===== config.mk =====
export PLATFORM = sky130hd
export DESIGN_NAME = reno_congestion_window_flat
export DESIGN_NICKNAME = d
export VERILOG_FILES = /design/src/hw/rtl/reno_pkg.sv /design/src/hw/rtl/reno_req_if.sv /design/src/hw/rtl/reno_rsp_if.sv /design/src/hw/rtl/reno_div.sv /design/src/hw/rtl/reno_congestion_window.sv /design/src/flat_wrapper.sv
export SDC_FILE = /design/constraint.sdc
export NUM_CORES = 2
export LEC_CHECK = 0
export BUFFER_PORTS_ARGS = -buffer_cell sky130_fd_sc_hd__clkbuf_2
export CORE_MARGIN = 2
export CORE_UTILIZATION = 63
export CTS_BUF_LIST = sky130_fd_sc_hd__clkbuf_2
export CTS_CLUSTER_DIAMETER = 60
export CTS_CLUSTER_SIZE = 28
export DETAILED_ROUTE_END_ITERATION = 16
export PLACE_DENSITY = 0.82
export SLEW_MARGIN = 25
export SYNTH_ARGS = -nofsm -noshare
export SYNTH_HDL_FRONTEND = slang
export SYNTH_SLANG_ARGS = --single-unit

===== constraint.sdc =====
create_clock -name clock -period 15.1 [get_ports clock]
set_input_delay 2.265 -clock clock [delete_from_list [all_inputs] [get_ports clock]]
set_output_delay 2.265 -clock clock [all_outputs]
set_load 0.01 [all_outputs]

===== src/hw/rtl/reno_pkg.sv =====
package reno_pkg;

   localparam int unsigned DATA_W  = 32;
   localparam int unsigned MSS_W   = 16;
   localparam int unsigned CNT_W   = $clog2(DATA_W);

   localparam logic [MSS_W-1:0]  MSS_RESET    = 16'd1024;
   localparam logic [DATA_W-1:0] THRESH_RESET = 32'd65536;
   localparam logic [1:0]        DUP_LIMIT    = 2'd3;

   // configuration register indexes
   localparam logic CSR_SEGMENT_SIZE      = 1'b0;
   localparam logic CSR_INITIAL_THRESHOLD = 1'b1;

   typedef enum logic [1:0] {
      REQ_ACK     = 2'd0,
      REQ_TIMEOUT = 2'd1,
      REQ_RESTART = 2'd2
   } req_kind_type;

   typedef enum logic [1:0] {
      KIND_NEW   = 2'd0,
      KIND_DUP   = 2'd1,
      KIND_STALE = 2'd2,
      KIND_NONE  = 2'd3
   } ack_kind_type;

   typedef enum logic [1:0] {
      PH_SLOW  = 2'd0,
      PH_AVOID = 2'd1,
      PH_RECOV = 2'd2
   } phase_type;

   // divider status as seen by the sequencer
   typedef struct packed {
      logic busy;
      logic done;
   } div_sts_type;

endpackage


===== src/hw/rtl/reno_req_if.sv =====
interface reno_req_if;
   logic        valid;
   logic        ready;
   logic [1:0]  req_type;
   logic [31:0] ack_number;
   logic [31:0] peer_window;

   modport source (output valid, req_type, ack_number, peer_window, input ready);
   modport sink (input valid, req_type, ack_number, peer_window, output ready);
endinterface


===== src/hw/rtl/reno_rsp_if.sv =====
interface reno_rsp_if;
   logic        valid;
   logic        ready;
   logic [1:0]  ack_kind;
   logic [31:0] congestion_window;
   logic [31:0] slow_start_threshold;
   logic [1:0]  phase;
   logic [31:0] send_window;
   logic        retransmit;

   modport source (output valid, ack_kind, congestion_window, slow_start_threshold, phase,
                   send_window, retransmit, input ready);
   modport sink (input valid, ack_kind, congestion_window, slow_start_threshold, phase,
                 send_window, retransmit, output ready);
endinterface


===== src/hw/rtl/reno_div.sv =====
module reno_div (
   input  logic                          clock,
   input  logic                          reset,
   input  logic                          start,
   input  logic [reno_pkg::DATA_W-1:0]   dividend,
   input  logic [reno_pkg::DATA_W-1:0]   divisor,
   output logic [reno_pkg::DATA_W-1:0]   quotient,
   output reno_pkg::div_sts_type         sts
);
   import reno_pkg::*;

   logic [DATA_W-1:0] shift_ff, shift_in;
   logic [DATA_W-1:0] dsr_ff, dsr_in;
   logic [DATA_W-1:0] rem_ff, rem_in;
   logic [CNT_W-1:0]  cnt_ff, cnt_in;
   logic              busy_ff, busy_in;
   logic              done_ff, done_in;
   logic [DATA_W:0]   rem_sh;
   logic [DATA_W:0]   rem_sub;
   logic              fits;

   // one quotient bit per cycle; quotient bits shift in behind the dividend
   always_comb begin
      rem_sh   = {rem_ff, shift_ff[DATA_W-1]};
      rem_sub  = rem_sh - {1'b0, dsr_ff};
      fits     = rem_sh >= {1'b0, dsr_ff};
      shift_in = shift_ff;
      dsr_in   = dsr_ff;
      rem_in   = rem_ff;
      cnt_in   = cnt_ff;
      busy_in  = busy_ff;
      done_in  = 1'b0;
      if (start) begin
         shift_in = dividend;
         dsr_in   = divisor;
         rem_in   = '0;
         cnt_in   = CNT_W'(DATA_W - 1);
         busy_in  = 1'b1;
      end else if (busy_ff) begin
         shift_in = {shift_ff[DATA_W-2:0], fits};
         rem_in   = fits ? rem_sub[DATA_W-1:0] : rem_sh[DATA_W-1:0];
         cnt_in   = cnt_ff - 1'b1;
         if (cnt_ff == '0) begin
            busy_in = 1'b0;
            done_in = 1'b1;
         end
      end
   end

   always_ff @(posedge clock) begin
      if (reset) begin
         busy_ff <= 1'b0;
         done_ff <= 1'b0;
      end else begin
         busy_ff <= busy_in;
         done_ff <= done_in;
      end
      shift_ff <= shift_in;
      dsr_ff   <= dsr_in;
      rem_ff   <= rem_in;
      cnt_ff   <= cnt_in;
   end

   assign quotient = shift_ff;
   assign sts.busy = busy_ff;
   assign sts.done = done_ff;

endmodule


===== src/hw/rtl/reno_congestion_window.sv =====
// Reno congestion window for one sender. Each request (ACK, retransmission timeout or
// restart) gives exactly one response with the ACK class, the congestion window, the
// slow start threshold, the phase, the usable send window and a retransmit flag. One
// request is processed at a time, and a new ACK in congestion avoidance also runs the
// bit-serial divider, which forms mss*mss/cwnd one quotient bit per cycle. A finished
// response sits in an output register, so the next request is taken while it waits.
// Window growth saturates at all ones; ACK numbers compare as plain unsigned values.
module reno_congestion_window (
   input  logic                        clock,
   input  logic                        reset,
   reno_req_if.sink                    req_ch,
   reno_rsp_if.source                  rsp_ch,
   input  logic                        csr_we,
   input  logic                        csr_index,
   input  logic [reno_pkg::DATA_W-1:0] csr_wdata
);
   import reno_pkg::*;

   typedef enum logic [2:0] {
      S_IDLE, S_EXEC, S_GROW, S_DIVGO, S_DIVWAIT, S_ADDQ, S_DONE
   } state_type;

   function automatic logic [DATA_W-1:0] sat_add(input logic [DATA_W-1:0] a,
                                                 input logic [DATA_W-1:0] b);
      logic [DATA_W:0] s;
      s = {1'b0, a} + {1'b0, b};
      return s[DATA_W] ? '1 : s[DATA_W-1:0];
   endfunction

   state_type         state_ff, state_in;
   logic [MSS_W-1:0]  mss_ff, mss_in;
   logic [DATA_W-1:0] init_thresh_ff, init_thresh_in;
   logic [DATA_W-1:0] last_acked_ff, last_acked_in;
   logic [DATA_W-1:0] peer_ff, peer_in;
   logic [DATA_W-1:0] cwnd_ff, cwnd_in;
   logic [DATA_W-1:0] ssth_ff, ssth_in;
   phase_type         phase_ff, phase_in;
   logic [1:0]        dup_ff, dup_in;
   logic [1:0]        req_type_ff, req_type_in;
   logic [DATA_W-1:0] ack_ff, ack_in;
   logic [DATA_W-1:0] pw_ff, pw_in;
   ack_kind_type      kind_ff, kind_in;
   logic              rexmit_ff, rexmit_in;
   logic [DATA_W-1:0] prod_ff, prod_in;
   logic              rsp_valid_ff, rsp_valid_in;
   ack_kind_type      rsp_kind_ff, rsp_kind_in;
   logic [DATA_W-1:0] rsp_cwnd_ff, rsp_cwnd_in;
   logic [DATA_W-1:0] rsp_ssth_ff, rsp_ssth_in;
   phase_type         rsp_phase_ff, rsp_phase_in;
   logic [DATA_W-1:0] rsp_sw_ff, rsp_sw_in;
   logic              rsp_rexmit_ff, rsp_rexmit_in;

   logic [DATA_W-1:0] mss_ext;
   logic [DATA_W-1:0] mss3;
   logic [DATA_W-1:0] half_cwnd;
   logic [DATA_W-1:0] avoid_cwnd;
   logic [DATA_W-1:0] sw_min;
   logic [1:0]        dup_next;
   logic              accept;
   logic              out_free;
   logic              div_start;
   logic [DATA_W-1:0] div_quot;
   div_sts_type       div_sts;

   assign accept    = req_ch.valid && req_ch.ready;
   assign out_free  = !rsp_valid_ff || rsp_ch.ready;
   assign mss_ext   = DATA_W'(mss_ff);
   assign mss3      = DATA_W'({2'b00, mss_ff} + {1'b0, mss_ff, 1'b0});
   assign half_cwnd = {1'b0, cwnd_ff[DATA_W-1:1]};
   assign avoid_cwnd = (cwnd_ff == '0) ? mss_ext : cwnd_ff;
   assign dup_next  = dup_ff + 1'b1;
   assign sw_min    = (peer_ff < cwnd_ff) ? peer_ff : cwnd_ff;
   assign div_start = (state_ff == S_DIVGO);

   reno_div u_div (
      .clock    (clock),
      .reset    (reset),
      .start    (div_start),
      .dividend (prod_ff),
      .divisor  (cwnd_ff),
      .quotient (div_quot),
      .sts      (div_sts)
   );

   always_comb begin
      state_in       = state_ff;
      mss_in         = mss_ff;
      init_thresh_in = init_thresh_ff;
      last_acked_in  = last_acked_ff;
      peer_in        = peer_ff;
      cwnd_in        = cwnd_ff;
      ssth_in        = ssth_ff;
      phase_in       = phase_ff;
      dup_in         = dup_ff;
      req_type_in    = req_type_ff;
      ack_in         = ack_ff;
      pw_in          = pw_ff;
      kind_in        = kind_ff;
      rexmit_in      = rexmit_ff;
      prod_in        = prod_ff;
      rsp_valid_in   = rsp_valid_ff;
      rsp_kind_in    = rsp_kind_ff;
      rsp_cwnd_in    = rsp_cwnd_ff;
      rsp_ssth_in    = rsp_ssth_ff;
      rsp_phase_in   = rsp_phase_ff;
      rsp_sw_in      = rsp_sw_ff;
      rsp_rexmit_in  = rsp_rexmit_ff;

      // take configuration writes
      if (csr_we) begin
         case (csr_index)
            CSR_SEGMENT_SIZE:      mss_in = csr_wdata[MSS_W-1:0];
            CSR_INITIAL_THRESHOLD: init_thresh_in = csr_wdata;
            default: ;
         endcase
      end

      // drop the response once it is taken
      if (rsp_valid_ff && rsp_ch.ready) rsp_valid_in = 1'b0;

      case (state_ff)
         S_IDLE: begin
            if (accept) begin
               req_type_in = req_ch.req_type;
               ack_in      = req_ch.ack_number;
               pw_in       = req_ch.peer_window;
               state_in    = S_EXEC;
            end
         end
         S_EXEC: begin
            kind_in   = KIND_NONE;
            rexmit_in = 1'b0;
            state_in  = S_DONE;
            case (req_type_ff)
               REQ_ACK: begin
                  peer_in = pw_ff;
                  if (ack_ff == last_acked_ff) begin
                     kind_in = KIND_DUP;
                     if (phase_ff == PH_RECOV) begin
                        cwnd_in   = sat_add(cwnd_ff, mss_ext);
                        rexmit_in = 1'b1;
                     end else begin
                        dup_in = dup_next;
                        if (dup_next == DUP_LIMIT) begin
                           ssth_in   = half_cwnd;
                           cwnd_in   = sat_add(half_cwnd, mss3);
                           phase_in  = PH_RECOV;
                           rexmit_in = 1'b1;
                        end
                     end
                  end else if (ack_ff > last_acked_ff) begin
                     kind_in       = KIND_NEW;
                     last_acked_in = ack_ff;
                     dup_in        = '0;
                     case (phase_ff)
                        PH_SLOW: begin
                           cwnd_in  = sat_add(cwnd_ff, mss_ext);
                           state_in = S_GROW;
                        end
                        PH_AVOID: begin
                           cwnd_in = avoid_cwnd;
                           prod_in = {16'd0, mss_ff} * {16'd0, mss_ff};
                           if (avoid_cwnd != '0) state_in = S_DIVGO;
                        end
                        PH_RECOV: begin
                           cwnd_in  = ssth_ff;
                           phase_in = PH_AVOID;
                        end
                        default: ;
                     endcase
                  end else begin
                     kind_in = KIND_STALE;
                  end
               end
               REQ_TIMEOUT: begin
                  ssth_in  = half_cwnd;
                  cwnd_in  = mss_ext;
                  dup_in   = '0;
                  phase_in = PH_SLOW;
               end
               REQ_RESTART: begin
                  last_acked_in = '0;
                  peer_in       = '0;
                  cwnd_in       = mss_ext;
                  ssth_in       = init_thresh_ff;
                  phase_in      = PH_SLOW;
                  dup_in        = '0;
               end
               default: ;
            endcase
         end
         S_GROW: begin
            if (cwnd_ff > ssth_ff) phase_in = PH_AVOID;
            state_in = S_DONE;
         end
         S_DIVGO: state_in = S_DIVWAIT;
         S_DIVWAIT: begin
            if (div_sts.done) state_in = S_ADDQ;
         end
         S_ADDQ: begin
            cwnd_in  = sat_add(cwnd_ff, div_quot);
            state_in = S_DONE;
         end
         S_DONE: begin
            // hold the result until the output register is free
            if (out_free) begin
               rsp_valid_in  = 1'b1;
               rsp_kind_in   = kind_ff;
               rsp_cwnd_in   = cwnd_ff;
               rsp_ssth_in   = ssth_ff;
               rsp_phase_in  = phase_ff;
               rsp_sw_in     = (sw_min == '0) ? DATA_W'(1) : sw_min;
               rsp_rexmit_in = rexmit_ff;
               state_in      = S_IDLE;
            end
         end
         default: state_in = S_IDLE;
      endcase
   end

   always_ff @(posedge clock) begin
      if (reset) begin
         state_ff       <= S_IDLE;
         rsp_valid_ff   <= 1'b0;
         mss_ff         <= MSS_RESET;
         init_thresh_ff <= THRESH_RESET;
         last_acked_ff  <= '0;
         peer_ff        <= '0;
         cwnd_ff        <= DATA_W'(MSS_RESET);
         ssth_ff        <= THRESH_RESET;
         phase_ff       <= PH_SLOW;
         dup_ff         <= '0;
      end else begin
         state_ff       <= state_in;
         rsp_valid_ff   <= rsp_valid_in;
         mss_ff         <= mss_in;
         init_thresh_ff <= init_thresh_in;
         last_acked_ff  <= last_acked_in;
         peer_ff        <= peer_in;
         cwnd_ff        <= cwnd_in;
         ssth_ff        <= ssth_in;
         phase_ff       <= phase_in;
         dup_ff         <= dup_in;
      end
      req_type_ff   <= req_type_in;
      ack_ff        <= ack_in;
      pw_ff         <= pw_in;
      kind_ff       <= kind_in;
      rexmit_ff     <= rexmit_in;
      prod_ff       <= prod_in;
      rsp_kind_ff   <= rsp_kind_in;
      rsp_cwnd_ff   <= rsp_cwnd_in;
      rsp_ssth_ff   <= rsp_ssth_in;
      rsp_phase_ff  <= rsp_phase_in;
      rsp_sw_ff     <= rsp_sw_in;
      rsp_rexmit_ff <= rsp_rexmit_in;
   end

   assign req_ch.ready                = (state_ff == S_IDLE);
   assign rsp_ch.valid                = rsp_valid_ff;
   assign rsp_ch.ack_kind             = rsp_kind_ff;
   assign rsp_ch.congestion_window    = rsp_cwnd_ff;
   assign rsp_ch.slow_start_threshold = rsp_ssth_ff;
   assign rsp_ch.phase                = rsp_phase_ff;
   assign rsp_ch.send_window          = rsp_sw_ff;
   assign rsp_ch.retransmit           = rsp_rexmit_ff;

`ifndef SYNTHESIS
   // only a duplicate ACK may ask for a resend
   a_rexmit_dup: assert property (@(posedge clock) disable iff (reset)
      rsp_ch.valid && rsp_ch.retransmit |-> rsp_ch.ack_kind == KIND_DUP)
      else $error("retransmit on a response that is not a duplicate ACK");

   // one request in flight: a transfer closes the input until its result is out
   a_one_in_flight: assert property (@(posedge clock) disable iff (reset)
      accept |=> !req_ch.ready)
      else $error("request taken while another is in progress");

   // the divider only finishes while the sequencer waits for it
   a_div_done: assert property (@(posedge clock) disable iff (reset)
      div_sts.done |-> state_ff == S_DIVWAIT)
      else $error("divider finished outside its wait state");

   // the send window is never zero
   a_sw_nonzero: assert property (@(posedge clock) disable iff (reset)
      rsp_ch.valid |-> rsp_ch.send_window != '0)
      else $error("zero send window");
`endif

endmodule


===== src/flat_wrapper.sv =====
// flat-port wrapper written by rule: the top's interface ports become plain ports
module reno_congestion_window_flat import reno_pkg::*;
  (clock, reset, csr_we, csr_index, csr_wdata, req_ch_valid, req_ch_req_type, req_ch_ack_number, req_ch_peer_window, req_ch_ready, rsp_ch_valid, rsp_ch_ack_kind, rsp_ch_congestion_window, rsp_ch_slow_start_threshold, rsp_ch_phase, rsp_ch_send_window, rsp_ch_retransmit, rsp_ch_ready);
  reno_req_if req_ch_i ();
  reno_rsp_if rsp_ch_i ();
  input  logic clock;
  input  logic reset;
  input  logic csr_we;
  input  logic csr_index;
  input  logic [reno_pkg::DATA_W-1:0] csr_wdata;
  input wire logic [$bits(req_ch_i.valid)-1:0] req_ch_valid;
  input wire logic [$bits(req_ch_i.req_type)-1:0] req_ch_req_type;
  input wire logic [$bits(req_ch_i.ack_number)-1:0] req_ch_ack_number;
  input wire logic [$bits(req_ch_i.peer_window)-1:0] req_ch_peer_window;
  output wire logic [$bits(req_ch_i.ready)-1:0] req_ch_ready;
  output wire logic [$bits(rsp_ch_i.valid)-1:0] rsp_ch_valid;
  output wire logic [$bits(rsp_ch_i.ack_kind)-1:0] rsp_ch_ack_kind;
  output wire logic [$bits(rsp_ch_i.congestion_window)-1:0] rsp_ch_congestion_window;
  output wire logic [$bits(rsp_ch_i.slow_start_threshold)-1:0] rsp_ch_slow_start_threshold;
  output wire logic [$bits(rsp_ch_i.phase)-1:0] rsp_ch_phase;
  output wire logic [$bits(rsp_ch_i.send_window)-1:0] rsp_ch_send_window;
  output wire logic [$bits(rsp_ch_i.retransmit)-1:0] rsp_ch_retransmit;
  input wire logic [$bits(rsp_ch_i.ready)-1:0] rsp_ch_ready;
  assign req_ch_i.valid = req_ch_valid;
  assign req_ch_i.req_type = req_ch_req_type;
  assign req_ch_i.ack_number = req_ch_ack_number;
  assign req_ch_i.peer_window = req_ch_peer_window;
  assign req_ch_ready = req_ch_i.ready;
  assign rsp_ch_valid = rsp_ch_i.valid;
  assign rsp_ch_ack_kind = rsp_ch_i.ack_kind;
  assign rsp_ch_congestion_window = rsp_ch_i.congestion_window;
  assign rsp_ch_slow_start_threshold = rsp_ch_i.slow_start_threshold;
  assign rsp_ch_phase = rsp_ch_i.phase;
  assign rsp_ch_send_window = rsp_ch_i.send_window;
  assign rsp_ch_retransmit = rsp_ch_i.retransmit;
  assign rsp_ch_i.ready = rsp_ch_ready;
  reno_congestion_window u_core (.clock(clock), .reset(reset), .req_ch(req_ch_i), .rsp_ch(rsp_ch_i), .csr_we(csr_we), .csr_index(csr_index), .csr_wdata(csr_wdata));
endmodule

# Word-level counts from Yosys, hierarchy flattened
# Cells that the tools add are included.
dict set report word_totals {
  ff_bits 489
  wordCells 164
  inputBits 104
  output_inout_bits 103
}
dict set report classes {
  order_cmp 4
  mul 1
  muxes 55
  addsub 7
  reduce_logical 34
  bitwise 4
  n_eq_ne 30
}
# op count
set ops {}
lappend ops {{32-bit 2-to-1 mux} 17}
lappend ops {{32-bit one-hot mux with 2 select lines} 4}
lappend ops {{32-bit one-hot mux with 3 select lines} 2}
lappend ops {{32-bit > comparator} 2}
lappend ops {{32-bit zero test} 2}
lappend ops {{31-bit by 32-bit adder with 33-bit output} 1}
lappend ops {{32-bit by 16-bit adder with 33-bit output} 1}
lappend ops {{32-bit by 32-bit adder with 33-bit output} 1}
lappend ops {{33-bit by 32-bit >= comparator with 1-bit output} 1}
lappend ops {{32-bit equality test} 1}
lappend ops {{32-bit less-than comparator} 1}
lappend ops {{16-bit by 16-bit multiplier with 32-bit output} 1}
lappend ops {{32-bit nonzero test} 1}
lappend ops {{32-bit subtractor} 1}
lappend ops {{2-bit 2-to-1 mux} 11}
lappend ops {{3-bit 2-to-1 mux} 7}
lappend ops {{16-bit by 17-bit adder with 18-bit output} 1}
lappend ops {{3-bit one-hot mux with 6 select lines} 1}
lappend ops {{5-bit AND reduction} 3}
lappend ops {{2-bit one-hot mux with 2 select lines} 3}
lappend ops {{2-bit AND reduction} 6}
lappend ops {{2-bit by 1-bit inequality test with 1-bit output (second input constant)} 5}
lappend ops {{2-bit nonzero test} 5}
lappend ops {{3-bit equality test (second input constant)} 3}
lappend ops {{other kinds (29)} 54}

# Logic depth before layout (Yosys ltp)
dict set report depth {
  depth_word 9
  depth_mapped 26
  ltp_nobuf 24
}

# Hierarchy
# A second synthesis with hierarchy kept.
dict set report unflattened {
  hier_cells 3656
  area_unflattened_um2 35256.3
}
# mod cells_per_inst n_inst area_per_inst_um2
set modules_own_cells {}
lappend modules_own_cells {reno_congestion_window 3093 1 29374.4}
lappend modules_own_cells {reno_div 563 1 5881.9}

# Worst setup path after synthesis
# No wires, ideal clock.
dict set report synth_path {
  path_type {register -> register}
  startpoint {reg u_core.mss_ff[1]}
  endpoint {reg u_core.prod_ff[31], data pin}
  path_stages_with_launch 26
  path_slack_ns 8.583
  arrival_ns 6.258
  setup_time_ns 0.259
  t_required_ns 14.841
  path_cell_list {dfxtp_1 > clkbuf_1 > clkbuf_1 > nand2_1 > fa_1 > inv_1 > ha_1 > or2_2 > fa_1 > inv_1 > fa_1 > inv_1 > fa_1 > inv_1 > fa_1 > inv_1 > ha_1 > a21o_1 > a21o_1 > nor3_1 > o21ai_0 > a211oi_1 > a211oi_1 > o41ai_1 > mux2i_1 > nor2_1}
}
dict set report synth_between {
  elab_chain_cells 1
}
# element line
set synth_lines {}
lappend synth_lines {{start: declaration} reno_congestion_window.sv:31} ;# logic [MSS_W-1:0] mss_ff, mss_in;
lappend synth_lines {{start signal: assignment} reno_congestion_window.sv:236} ;# mss_ff <= mss_in;
lappend synth_lines {{16-bit by 16-bit multiplier with 32-bit output} reno_congestion_window.sv:162} ;# prod_in = {16'd0, mss_ff} * {16'd0, mss_ff};
lappend synth_lines {{end signal: assignment} reno_congestion_window.sv:250} ;# prod_ff <= prod_in;
lappend synth_lines {{end: declaration} reno_congestion_window.sv:44} ;# logic [DATA_W-1:0] prod_ff, prod_in;
# No other way between the ends.
# A chain may end at the register's enable or synchronous reset.

# Worst setup path in the final report
dict set report layout_path {
  startpoint {reg u_core.mss_ff[13]}
  endpoint {reg u_core.prod_ff[31], data pin}
}
# Same word-level chain as after synthesis.

==> results.ini <==
[status]
status = finished clean

[layout]
syn2layout_area_growth_pct = 7.14
multiInputGateArea_um2 = 20500
utilization_pct = 68.3
ff_latch_area_um2 = 12400
final_layout_size_suffix_gt1_share_pct = 10.8
nFillCells = 4388
fin_nets = 4473
layout_commonest_cell = inv_1
final_cell_mix = inv_1 (429), nand2_1 (395), ha_1 (322), edfxtp_1 (265), a21oi_1 (258)

[floorplanning]
io-pin-count = 207
coreArea_um2 = 55200
num_rows = 86
die_area_um2 = 57800
die_x_um = 240
initial_utilization_pct = 63.8
die_h_um = 240

[grt]
top_usage_layer = met2
grt_pass1_vias = 28000
grt_pass1_wl_mm = 161
use_met3_pct = 6.96
grt_antenna_before_repair = 4
grt.met2_usage_pct = 57.5
gr-usage-met1_pct = 48.1
grt_overflow = 0
grt_max_degree = 68
grtUsageTotal_pct = 36.5

[clock_tree]
ctsLongestPathBuffers = 3
root_buffer = clkbuf_2
post_cts_resize_count = 0
hold_buffers = 0
cts_tree = done
clkLatencyLatePin_ns = 1.26
cts_setup_buffers = 0
htree_levels = 2
clkSlewWorstSetupHoldPaths_ns = 0.40
clock_sink_count = 488
cts_made_buffers = 39

[synthesis]
synth_area_leaders = edfxtp_1 (23%), dfxtp_1 (13%), ha_1 (12%)
avgSynthCellArea_um2 = 9.44
synth_top_area_share_pct = 22.6
yosys_warnings = 0
yosys.area.top_type = edfxtp_1
syn-instance-count = 3729
ys_seq_area_share_pct = 35.3
yosysUniqueCellTypes = 100
synth_area_um2 = 35200
synth_edf_count = 265
synth-main-ff-cell = edfxtp_1
synth_seq_cells = 488
async_flop_share_pct = 0

[place]
io_buffers = 206
hpwl_mm = 77.6
gp_congestion = 1.00

[routing]
first_iter_violations = 3385
via_count = 29700
wl_per_cell_um = 22.8
vias_per_cell = 6.37
ant_nets = 0
routed_wl_mm = 106
firstDrtPassIters = 10
remaining_drc_errors = 0

[critical_path]
path_class = reg -> reg
crit_buf_inv = 4
r2r-end = u_core.prod_ff[31]$_DFFE_PP_
regToRegSetupSlack_ns = 7.65
r2r_start = u_core.mss_ff[13]$_SDFFE_PP0P_
cp-end-kind = register
worst_setup_path_start_kind = register
crit_top_cell = fa_1
slowest_delay_ns = 0.97
reg2reg_depth = 22
crit_required_ns = 16.06
worstPathCellList = inv_1, nor2_1, ha_1, xor2_1, fa_1, inv_1, fa_1, fa_1, fa_1, inv_1, fa_1, inv_1, ha_1, a211oi_1, o21ai_0, o21ai_0, o21ai_0, a211oi_1, a211oi_1, o41ai_1, mux2i_1, nor2_1
crit_fanout = 18
cp_top_family = adder cells
cp_slowest_cell = dfxtp_1
critical_path_arrival_ns = 8.42

[sta]
clock.fmax_ghz = 0.134
max_slew_margin_pct = 27.7
finalHoldViolations = 0
final-setup-viol-count = 0
finalSetupTns_ns = 0
rsz0062_at_grt = no
tightest_slew_ns = 1.08
skew_ns = 0.178
maxSlewViolCount = 0
timing.final.crit_share_pct = 49.4
post-route-min-period_ns = 7.45

[hold_path]
holdPathStages = 0
min_from = u_core.ssth_ff[14]$_SDFFE_PP0P_
worst_hold_path_type = reg -> reg
min_to = u_core.rsp_ch.slow_start_threshold[14]$_DFFE_PP_

[flow_run]
drv_cap = 0

[pwr]
p_per_area_nw_per_um2 = 96.2
p_leak_uw = 0.0166
max-vdd-ir-drop_mv = 0.0890

metrics by stage:
| step | power [µW] | setup WS (ns) | hold slack, ns | area, µm² | instances |
|---|---|---|---|---|---|
| final | 3630 | 7.65 | 0.430 | 37700 | 4658 |
| after global routing | 3800 | 7.33 | 0.426 | 37700 | 4657 |
| after CTS | 3600 | 7.70 | 0.440 | 37700 | 4656 |
| after detailed placement | 2870 | 7.85 | 0.410 | 37000 | 4585 |
| after global placement | 2840 | 7.97 | 0.405 | 37000 | 4584 |
| after floorplan | 2540 | 8.58 | 0.400 | 35200 | 3730 |
cell usage after synthesis (8+ instances only):
| library cell | count |
|---|---|
| a211o_1 | 9 |
| a211oi_1 | 72 |
| a21boi_0 | 8 |
| a21o_1 | 91 |
| a21oi_1 | 260 |
| a221oi_1 | 23 |
| a22oi_1 | 52 |
| a31o_2 | 9 |
| a31oi_1 | 21 |
| and2_1 | 31 |
| and3_1 | 17 |
| buf_2 | 9 |
| clkbuf_1 | 140 |
| dfxtp_1 | 223 |
| edfxtp_1 | 265 |
| fa_1 | 167 |
| ha_1 | 324 |
| inv_1 | 428 |
| mux2_2 | 33 |
| mux2i_1 | 64 |
| nand2_1 | 395 |
| nand2b_1 | 54 |
| nand3_1 | 57 |
| nand3b_1 | 35 |
| nand4_1 | 39 |
| nor2_1 | 215 |
| nor2b_1 | 23 |
| nor3_1 | 67 |
| nor4_1 | 29 |
| o211ai_1 | 29 |
| o21a_1 | 29 |
| o21ai_0 | 122 |
| o21ai_1 | 24 |
| o21bai_1 | 20 |
| o221ai_1 | 9 |
| o22ai_1 | 10 |
| o31ai_1 | 15 |
| or2_2 | 10 |
| or3_1 | 8 |
| xnor2_1 | 100 |
| xor2_1 | 44 |
power breakdown:
part,internal [µW],total [µW],switching [µW]
registers,1520,1610,90.2
clock network,205,746,541
logic,504,1280,773
total,2220,3630,1400
worst max-delay path by stage:
stage / from / end / slack [ns] / depth (start not counted)
final: u_core.mss_ff[13]$_SDFFE_PP0P_ / u_core.prod_ff[31]$_DFFE_PP_ / 7.65 / 22
after global routing: u_core.mss_ff[13]$_SDFFE_PP0P_ / u_core.prod_ff[31]$_DFFE_PP_ / 7.33 / 22
after global placement: u_core.mss_ff[6]$_SDFFE_PP0P_ / u_core.prod_ff[28]$_DFFE_PP_ / 7.97 / 20
after detailed placement: u_core.mss_ff[13]$_SDFFE_PP0P_ / u_core.prod_ff[31]$_DFFE_PP_ / 7.85 / 22
after CTS: u_core.mss_ff[6]$_SDFFE_PP0P_ / u_core.prod_ff[30]$_DFFE_PP_ / 7.70 / 20
after floorplan: u_core.mss_ff[1]$_SDFFE_PP0P_ / u_core.prod_ff[31]$_DFFE_PP_ / 8.58 / 25
worst reg2reg max path, cell delays in order (launching register included):
cell and delay (ns):
dfxtp_1 0.97, inv_1 0.37, nor2_1 0.29, ha_1 0.30
xor2_1 0.19, fa_1 0.55, inv_1 0.06, fa_1 0.49
fa_1 0.47, fa_1 0.55, inv_1 0.06, fa_1 0.48
inv_1 0.04, ha_1 0.37, a211oi_1 0.23, o21ai_0 0.12
o21ai_0 0.10, o21ai_0 0.12, a211oi_1 0.39, a211oi_1 0.22
o41ai_1 0.55, mux2i_1 0.26, nor2_1 0.07
sequential cells by signal, indices dropped and copies added, names as in the netlist, 3 cells and up:
| signal | cells |
|---|---|
| u_core.cwnd_ff | 32 |
| u_core.u_div.rem_ff | 32 |
| u_core.rsp_ch.send_window | 32 |
| u_core.last_acked_ff | 32 |
| u_core.state_ff | 3 |
| u_core.rsp_ch.congestion_window | 32 |
| u_core.pw_ff | 32 |
| u_core.u_div.cnt_ff | 5 |
| u_core.ack_ff | 32 |
| u_core.peer_ff | 32 |
| u_core.prod_ff | 31 |
| u_core.mss_ff | 16 |
| u_core.rsp_ch.slow_start_threshold | 32 |
| u_core.init_thresh_ff | 32 |
| u_core.u_div.quotient | 32 |
| u_core.u_div.dsr_ff | 32 |
| u_core.ssth_ff | 32 |
routing by layer:
layer  up-vias  part of all wire, %
met5         -                0.042
met4         6                  5.7
met3       383                  9.8
met2      1564                   45
met1     14300                   39
li1      13400                    -
logic make-up (layout without fill, tap and decap cells):
kind of cell             count (synthesis)  count (layout)  share of synthesized area [%]
buffers and inverters                  595             773                           6.63
flip-flops                             488             488                           35.3
other                                    1               4                         0.0107
multiplexers                            97              97                           2.88
XOR/XNOR                               144             144                           3.58
adder cells (fa/ha/maj)                491             491                           21.0
AND/OR/NAND/NOR                       1013            1013                           13.6
AO/OA/AOI/OAI                          900             900                           17.0
area by class of cell:
class | count | share of cell area, %
Multi-Input combinational cell | 2647 | 54.4
Sequential cell | 488 | 32.9
Inverter | 433 | 4.31
Timing Repair Buffer | 269 | 4.05
Tap cell | 748 | 2.48
Clock inverter | 32 | 1.29
Clock buffer | 39 | 0.518
Antenna cell | 2 | 0.0133
Power figures use the tool's default switching activity.
